File: config.mk
export PLATFORM = sky130hd
export DESIGN_NAME = calibrated_distance_interpolator_unit
export DESIGN_NICKNAME = d
export VERILOG_FILES = /design/src/rtl/cdi_pkg.sv /design/src/rtl/cdi_table.sv /design/src/rtl/cdi_divider.sv /design/src/rtl/calibrated_distance_interpolator_unit.sv
export SDC_FILE = /design/constraint.sdc
export NUM_CORES = 1
export LEC_CHECK = 0
export BUFFER_PORTS_ARGS = -buffer_cell sky130_fd_sc_hd__buf_2
export CAP_MARGIN = 20
export CORE_ASPECT_RATIO = 1.75
export CORE_MARGIN = 4
export CORE_UTILIZATION = 55
export DETAILED_ROUTE_END_ITERATION = 7
export HOLD_SLACK_MARGIN = 0.02
export PLACE_DENSITY = 0.71
export REMOVE_ABC_BUFFERS = 1
export SETUP_SLACK_MARGIN = 0.05
export SYNTH_ARGS = -nofsm -noshare
export SYNTH_HDL_FRONTEND = slang
export SYNTH_HIERARCHICAL = 1
export SYNTH_SLANG_ARGS = --single-unit
File: constraint.sdc
create_clock -name clk -period 4 [get_ports clk]
set_input_delay 0.4 -clock clk [delete_from_list [all_inputs] [get_ports clk]]
set_output_delay 0.4 -clock clk [all_outputs]
set_load 0.01 [all_outputs]
File: src/rtl/cdi_pkg.sv
// ----------------------------------------------------------------------------
// cdi_pkg
// Shared constants and codes for the calibrated distance interpolator.
// ----------------------------------------------------------------------------
`default_nettype none

package cdi_pkg;

  localparam int TABLE_ENTRIES = 32;
  localparam int FRACTION_BITS = 8;

  localparam int IDX_W       = $clog2(TABLE_ENTRIES);
  localparam int ENTRY_IDX_W = 5;
  localparam int RAW_W       = 12;
  localparam int BASE_W      = 8;
  localparam int DIST_W      = 17;
  localparam int CLASS_W     = 2;
  localparam int CNT_W       = $clog2(FRACTION_BITS + 1);

  localparam logic OP_WRITE  = 1'b0;
  localparam logic OP_LOOKUP = 1'b1;

  localparam logic [CLASS_W-1:0] RC_INTERP = 2'd0;
  localparam logic [CLASS_W-1:0] RC_CLOSE  = 2'd1;
  localparam logic [CLASS_W-1:0] RC_FAR    = 2'd2;

  localparam logic [BASE_W-1:0] BASE_RESET = 8'd3;

endpackage

`default_nettype wire

File: src/rtl/cdi_table.sv
// ----------------------------------------------------------------------------
// cdi_table
// Calibration table memory: one write port, one registered read port.
// ----------------------------------------------------------------------------
`default_nettype none

module cdi_table import cdi_pkg::*; (
  input  wire logic             clk,
  input  wire logic             wr_en,
  input  wire logic [IDX_W-1:0] wr_addr,
  input  wire logic [RAW_W-1:0] wr_data,
  input  wire logic [IDX_W-1:0] rd_addr,
  output logic      [RAW_W-1:0] rd_data
);

  logic [RAW_W-1:0] mem [TABLE_ENTRIES];

  always_ff @(posedge clk) begin
    if (wr_en) begin
      mem[wr_addr] <= wr_data;
    end
  end

  always_ff @(posedge clk) begin
    rd_data <= mem[rd_addr];
  end

endmodule

`default_nettype wire

File: src/rtl/cdi_divider.sv
// ----------------------------------------------------------------------------
// cdi_divider
// Restoring divider producing the fraction num/den, one quotient bit a cycle.
// ----------------------------------------------------------------------------
`default_nettype none

module cdi_divider import cdi_pkg::*; (
  input  wire logic                     clk,
  input  wire logic                     rst_n,
  input  wire logic                     start,
  input  wire logic [RAW_W-1:0]         num,
  input  wire logic [RAW_W-1:0]         den,
  output logic                          done,
  output logic [FRACTION_BITS-1:0]      quotient
);

  logic                     busy_r, busy_nxt;
  logic                     done_r, done_nxt;
  logic [CNT_W-1:0]         cnt_r, cnt_nxt;
  logic [RAW_W-1:0]         rem_r, rem_nxt;
  logic [RAW_W-1:0]         den_r, den_nxt;
  logic [FRACTION_BITS-1:0] q_r, q_nxt;
  logic [RAW_W:0]           shifted;
  logic                     fits;

  // The numerator is always below the divisor, so the remainder stays in RAW_W bits.
  assign shifted = {rem_r, 1'b0};
  assign fits    = shifted >= {1'b0, den_r};

  always_comb begin
    busy_nxt = busy_r;
    done_nxt = 1'b0;
    cnt_nxt  = cnt_r;
    rem_nxt  = rem_r;
    den_nxt  = den_r;
    q_nxt    = q_r;
    if (start) begin
      busy_nxt = 1'b1;
      cnt_nxt  = '0;
      rem_nxt  = num;
      den_nxt  = den;
      q_nxt    = '0;
    end else if (busy_r) begin
      if (fits) begin
        rem_nxt = RAW_W'(shifted - {1'b0, den_r});
      end else begin
        rem_nxt = RAW_W'(shifted);
      end
      q_nxt   = FRACTION_BITS'({q_r, fits});
      cnt_nxt = CNT_W'(cnt_r + 1'b1);
      if (cnt_r == CNT_W'(FRACTION_BITS - 1)) begin
        busy_nxt = 1'b0;
        done_nxt = 1'b1;
      end
    end
  end

  always_ff @(posedge clk) begin
    if (!rst_n) begin
      busy_r <= 1'b0;
      done_r <= 1'b0;
      cnt_r  <= '0;
    end else begin
      busy_r <= busy_nxt;
      done_r <= done_nxt;
      cnt_r  <= cnt_nxt;
    end
  end

  always_ff @(posedge clk) begin
    rem_r <= rem_nxt;
    den_r <= den_nxt;
    q_r   <= q_nxt;
  end

  assign done     = done_r;
  assign quotient = q_r;

endmodule

`default_nettype wire

File: src/rtl/calibrated_distance_interpolator_unit.sv
// ----------------------------------------------------------------------------
// calibrated_distance_interpolator_unit
// Piecewise linear lookup of a distance from a proximity calibration table.
//
//   Channel  Direction  Handshake            Carries
//   in_      input      in_valid/in_stall    opcode, entry index, raw reading
//   out_     output     out_valid/out_stall  distance (Q8 mm), range class
//   cfg_     input      cfg_wr_en            base distance in mm
//
// A write transaction is taken while the unit is idle and gives no result.
// A lookup scans the table through the single read port, one entry a cycle,
// then runs the fraction through the bit-serial divider, one bit a cycle;
// a reading that matches no pair is classed close or far without division.
// Synchronous reset clears control, sets base to BASE_RESET; the table is kept.
// While a lookup runs, in_stall is high; a finished result waits in the
// output register for as long as out_stall is held.
// ----------------------------------------------------------------------------
`default_nettype none

module calibrated_distance_interpolator_unit import cdi_pkg::*; (
  input  wire logic                   clk,
  input  wire logic                   rst_n,
  input  wire logic                   in_valid,
  output logic                        in_stall,
  input  wire logic                   in_opcode,
  input  wire logic [ENTRY_IDX_W-1:0] in_entry_index,
  input  wire logic [RAW_W-1:0]       in_raw_reading,
  output logic                        out_valid,
  input  wire logic                   out_stall,
  output logic [DIST_W-1:0]           out_distance_q8,
  output logic [CLASS_W-1:0]          out_range_class,
  input  wire logic                   cfg_wr_en,
  input  wire logic [BASE_W-1:0]      cfg_wr_data
);

  localparam logic [2:0] ST_IDLE  = 3'd0;
  localparam logic [2:0] ST_FIRST = 3'd1;
  localparam logic [2:0] ST_SCAN  = 3'd2;
  localparam logic [2:0] ST_DIV   = 3'd3;
  localparam logic [2:0] ST_FIN   = 3'd4;

  logic [2:0]               state_r, state_nxt;
  logic [BASE_W-1:0]        base_r;
  logic [IDX_W-1:0]         idx_r, idx_nxt;
  logic [RAW_W-1:0]         raw_r, raw_nxt;
  logic [RAW_W-1:0]         hi_r, hi_nxt;
  logic [RAW_W-1:0]         e0_r, e0_nxt;
  logic [DIST_W-1:0]        res_dist_r, res_dist_nxt;
  logic [CLASS_W-1:0]       res_class_r, res_class_nxt;
  logic                     out_valid_r, out_valid_nxt;
  logic [DIST_W-1:0]        out_dist_r, out_dist_nxt;
  logic [CLASS_W-1:0]       out_class_r, out_class_nxt;

  logic                     in_accept;
  logic                     tbl_wr_en;
  logic [IDX_W-1:0]         tbl_rd_addr;
  logic [RAW_W-1:0]         tbl_rd_data;
  logic                     div_start;
  logic                     div_done;
  logic [FRACTION_BITS-1:0] div_q;
  logic                     pair_hit;
  logic                     out_free;
  logic [DIST_W-1:0]        seg_dist;
  logic [DIST_W-1:0]        far_dist;

  assign in_stall  = state_r != ST_IDLE;
  assign in_accept = in_valid && !in_stall;
  assign tbl_wr_en = in_accept && (in_opcode == OP_WRITE)
                     && (32'(in_entry_index) < 32'(TABLE_ENTRIES));

  // hi_r holds entry[idx_r]; the read data in the scan state is entry[idx_r+1].
  assign pair_hit = (raw_r <= hi_r) && (raw_r > tbl_rd_data);
  assign out_free = !out_valid_r || !out_stall;

  assign seg_dist = DIST_W'((32'(base_r) + 32'(idx_r)) << FRACTION_BITS);
  assign far_dist = DIST_W'((32'(base_r) + 32'(TABLE_ENTRIES)) << FRACTION_BITS);

  cdi_table u_table (
    .clk     (clk),
    .wr_en   (tbl_wr_en),
    .wr_addr (IDX_W'(in_entry_index)),
    .wr_data (in_raw_reading),
    .rd_addr (tbl_rd_addr),
    .rd_data (tbl_rd_data)
  );

  cdi_divider u_divider (
    .clk      (clk),
    .rst_n    (rst_n),
    .start    (div_start),
    .num      (hi_r - raw_r),
    .den      (hi_r - tbl_rd_data),
    .done     (div_done),
    .quotient (div_q)
  );

  always_comb begin
    state_nxt     = state_r;
    idx_nxt       = idx_r;
    raw_nxt       = raw_r;
    hi_nxt        = hi_r;
    e0_nxt        = e0_r;
    res_dist_nxt  = res_dist_r;
    res_class_nxt = res_class_r;
    tbl_rd_addr   = '0;
    div_start     = 1'b0;
    unique case (state_r)
      ST_IDLE: begin
        if (in_accept && (in_opcode == OP_LOOKUP)) begin
          raw_nxt   = in_raw_reading;
          idx_nxt   = '0;
          state_nxt = ST_FIRST;
        end
      end
      ST_FIRST: begin
        hi_nxt      = tbl_rd_data;
        e0_nxt      = tbl_rd_data;
        tbl_rd_addr = IDX_W'(idx_r + 1'b1);
        state_nxt   = ST_SCAN;
      end
      ST_SCAN: begin
        tbl_rd_addr = IDX_W'(idx_r + 2'd2);
        if (pair_hit) begin
          div_start = 1'b1;
          state_nxt = ST_DIV;
        end else if (idx_r == IDX_W'(TABLE_ENTRIES - 2)) begin
          if (raw_r > e0_r) begin
            res_dist_nxt  = '0;
            res_class_nxt = RC_CLOSE;
          end else begin
            res_dist_nxt  = far_dist;
            res_class_nxt = RC_FAR;
          end
          state_nxt = ST_FIN;
        end else begin
          hi_nxt  = tbl_rd_data;
          idx_nxt = IDX_W'(idx_r + 1'b1);
        end
      end
      ST_DIV: begin
        if (div_done) begin
          res_dist_nxt  = DIST_W'(seg_dist + DIST_W'(div_q));
          res_class_nxt = RC_INTERP;
          state_nxt     = ST_FIN;
        end
      end
      ST_FIN: begin
        if (out_free) begin
          state_nxt = ST_IDLE;
        end
      end
      default: begin
        state_nxt = ST_IDLE;
      end
    endcase
  end

  always_comb begin
    out_valid_nxt = out_valid_r;
    out_dist_nxt  = out_dist_r;
    out_class_nxt = out_class_r;
    if (out_valid_r && !out_stall) begin
      out_valid_nxt = 1'b0;
    end
    if ((state_r == ST_FIN) && out_free) begin
      out_valid_nxt = 1'b1;
      out_dist_nxt  = res_dist_r;
      out_class_nxt = res_class_r;
    end
  end

  always_ff @(posedge clk) begin
    if (!rst_n) begin
      state_r     <= ST_IDLE;
      out_valid_r <= 1'b0;
      base_r      <= BASE_RESET;
    end else begin
      state_r     <= state_nxt;
      out_valid_r <= out_valid_nxt;
      if (cfg_wr_en) begin
        base_r <= cfg_wr_data;
      end
    end
  end

  always_ff @(posedge clk) begin
    idx_r       <= idx_nxt;
    raw_r       <= raw_nxt;
    hi_r        <= hi_nxt;
    e0_r        <= e0_nxt;
    res_dist_r  <= res_dist_nxt;
    res_class_r <= res_class_nxt;
    out_dist_r  <= out_dist_nxt;
    out_class_r <= out_class_nxt;
  end

  assign out_valid       = out_valid_r;
  assign out_distance_q8 = out_dist_r;
  assign out_range_class = out_class_r;

  // A new result only ever comes from the finishing state.
  assert property (@(posedge clk) disable iff (!rst_n)
    $rose(out_valid_r) |-> $past(state_r) == ST_FIN)
    else $error("result loaded outside the finishing state");

  // The divider only reports completion while the sequencer waits for it.
  assert property (@(posedge clk) disable iff (!rst_n)
    div_done |-> state_r == ST_DIV)
    else $error("divider finished while not awaited");

  // The scan never runs past the last entry pair.
  assert property (@(posedge clk) disable iff (!rst_n)
    state_r == ST_SCAN |-> 32'(idx_r) <= 32'(TABLE_ENTRIES - 2))
    else $error("scan index beyond the last pair");

  // A finished division always yields an interpolated result.
  assert property (@(posedge clk) disable iff (!rst_n)
    (state_r == ST_DIV) && div_done |=> res_class_r == RC_INTERP)
    else $error("interpolated result has the wrong class");

endmodule

`default_nettype wire

==> flow_metrics.tcl <==
set metrics [dict create \
    synth_seq_area_share_pct 67.5 \
    antenna_found_initial 0 \
    grt_max_degree 61 \
    hold-worst-slack_ns 0.0671 \
    synth_common_cells "edfxtp_1, mux2i_1, nor2_1" \
    worstRegToRegCells 8 \
    stdcell_count 2215 \
    power.leakage_nw 8.68 \
    grtUsageMet2_pct 43.1 \
    clkTransAtPathRegs_ns 0.06 \
    ys_warn_count 6 \
    place_area_um2 23800 \
    period_share_pct 81.2 \
    hp-class "in -> reg" \
    cts_sinks 525 \
    cts_resized 0 \
    finalSetupTns_ns 0 \
    diodes 0 \
    startpoint "state_r[0]$_SDFFE_PN0P_" \
    syn_area_per_cell_um2 14.8 \
    first_pass_iters 5 \
    dieArea_um2 44900 \
    cts_tree "yes" \
    routed_wl_um 50800 \
    routed_via_density 5.82 \
    crit_required_ns 4.43 \
    track_usage_pct 22.7 \
    rows 98 \
    cts_setup_buffers 0 \
    crit_arrival_ns 3.68 \
    irDropWorstVdd_v 0.000423 \
    top_usage_layer "met2" \
    critical_path_depth 8 \
    drive_gt1_share_pct 11.7 \
    grt-ovfl-total 0 \
    multiInputGateArea_um2 6710 \
    boundaryPins 52 \
    portBuffers 51 \
    die_width_um 162 \
    fin_crit_ns 3.25 \
    path_cells "inv_1 -> or3_1 -> o22ai_1 -> and2_2 -> a22o_1 -> nor3_1 -> a31oi_1 -> nand3_1" \
    nets 1734 \
    grt_pass1_vias 13300 \
    grt_pass1_wl_um 77600 \
    synth_area_leaders "edfxtp_1, mux2i_1, ha_1, dfxtp_1, a21oi_1" \
    drcViolationCount 0 \
    h-tree-depth 2 \
    rsz0062_at_grt "false" \
    drt_iter0_drc 776 \
    syn_area_um2 22800 \
    area.sequential_um2 15400 \
    tightest_slew_ns 1.03 \
    synth.most_common_cell "edfxtp_1" \
    clockRootBuffer "clkbuf_16" \
    ys_types 70 \
    globalplace.congestion 0.893 \
    end_kind "register" \
    design_area_um2 25300 \
    crit_path_max_incr_delay_ns 0.58 \
    fmax_ghz 0.308 \
    clk_latency_ns 0.57 \
    crit_fanout 19 \
    finalMaxSlewViolations 0 \
    rr_endpoint "u_table/rd_data[5]$_DFF_P_" \
    dieHeight_um 277 \
    endpoint "u_table/rd_data[5]$_DFF_P_" \
    slowest_stage "and2_2" \
    start_util_pct 55.6 \
    yosysTopAreaCell "edfxtp_1" \
    wl_per_cell_um 22.9 \
    async_flop_share_pct 0 \
    status "completed" \
    coreArea_um2 41000 \
    p_per_area_nw_per_um2 497 \
    r2r_start "state_r[0]$_SDFFE_PN0P_" \
    critical_path_buf_inv_count 1 \
    yosys.area.top_type_share_pct 64.2 \
    reg2reg_slack_ns 0.75 \
    fillCellCount 3110 \
    yosys_register_bits 525 \
    global_route.usage.met3_pct 2.62 \
    area_growth_pct 10.9 \
    relSlewSlack_pct 31.6 \
    cp_top_family "simple AND/OR/NAND/NOR gates" \
    hold_buffers 0 \
    drv_cap 0 \
    setup_viol 0 \
    antenna_left 0 \
    vias 12900 \
    dp.cells 2132 \
    met1_usage_pct 24.2 \
    final-hold-violation-count 0 \
    cts_made_buffers 46 \
    dp_hpwl_um 34800 \
    synth_edf_count 487 \
    synthCells 1542 \
    clockBufferDepth 3 \
    finClkSkew_ns 0.0194 \
    crit_path_start_kind "register" \
    power_mw 12.5 \
    synth_top_flop_cell "edfxtp_1" \
    critPathKind "reg -> reg" \
]
-- cell type report --
class	count	area share (%)
sequential	525	60.9
clock buffer	61	4.90
clock inverter	22	0.976
timing repair buffer	101	2.89
tap	550	2.72
multi-input combinational	885	26.5
inverter	71	1.06
-- report_power, final --
part | internal (mW) | switching [mW] | total, mW
clock | 2.40 | 1.91 | 4.30
combinational | 0.746 | 1.15 | 1.90
sequential | 6.22 | 0.127 | 6.34
total | 9.36 | 3.19 | 12.5
-- how the worst min path moves through the flow --
stage                                      start                           end  slack, ns  depth (start not counted)
floorplan            res_dist_r[0]$_SDFFCE_PN0P_  out_distance_q8[0]$_DFFE_PP_       0.40                          0
global placement     res_dist_r[6]$_SDFFCE_PN0P_  out_distance_q8[6]$_DFFE_PP_       0.40                          0
detailed placement  res_class_r[0]$_SDFFCE_PP0P_  out_range_class[0]$_DFFE_PP_       0.40                          0
CTS                               cfg_wr_data[2]        base_r[2]$_SDFFE_PN0P_       0.05                          3
global route                      cfg_wr_data[2]        base_r[2]$_SDFFE_PN0P_       0.06                          3
finish                            cfg_wr_data[2]        base_r[2]$_SDFFE_PN0P_       0.07                          3
-- metrics by stage --
| step | setup WS [ns] | utilization, % |
|---|---|---|
| after floorplan | -18.01 | - |
| after global placement | 0.926 | 58.1 |
| after detailed placement | 0.802 | 58.1 |
| after CTS | 0.759 | 61.7 |
| after global routing | 0.523 | 61.7 |
| final | 0.751 | 61.7 |
-- layer usage --
metal,routed length [um],up-vias
li1,-,6057
met5,0,-
met4,2880,0
met1,17500,6389
met3,1890,121
met2,28500,332
-- registers in the layout, summed over array words and instances (netlist names), 3 cells and up --
name and flops:
state_r 3, out_distance_q8 17, base_r 8, u_table/mem 384, u_divider/cnt_r 4, u_divider/den_r 12, e0_r 12, u_divider/quotient 8
u_table/rd_data 12, res_dist_r 17, u_divider/rem_r 12, idx_r 5, raw_r 12, hi_r 12
-- worst min-delay path, stage by stage --
cell	delay, ns
buf_2	0.07
mux2i_1	0.05
nor2_1	0.07
-- cell usage in the layout, fill, tap and decap left out, types with 10 or more instances in the layout --
master,instances
inv_1,70
nor2b_1,18
buf_4,42
nand2b_1,10
a22o_1,25
mux2i_1,209
a31oi_1,18
a21o_1,10
xnor2_1,16
nand4_1,22
nor3_1,26
o21ai_0,18
a21oi_1,75
ha_1,69
nand2_1,61
buf_2,51
nand3_1,36
xor2_1,20
and3_1,14
a22oi_1,50
nor2_1,85
clkbuf_1,12
edfxtp_1,487
clkbuf_16,46
dfxtp_1,38
-- cell families after synthesis --
family	count (synthesis)	synth area share (%)
XOR/XNOR	36	1.38
buffers and inverters	132	3.22
AND/OR/NAND/NOR	311	6.79
AO/OA/AOI/OAI	248	7.37
adder cells (fa/ha/maj)	73	4.14
multiplexers	217	9.58
flip-flops	525	67.5
Note: power is estimated with default switching activity, not from simulation.
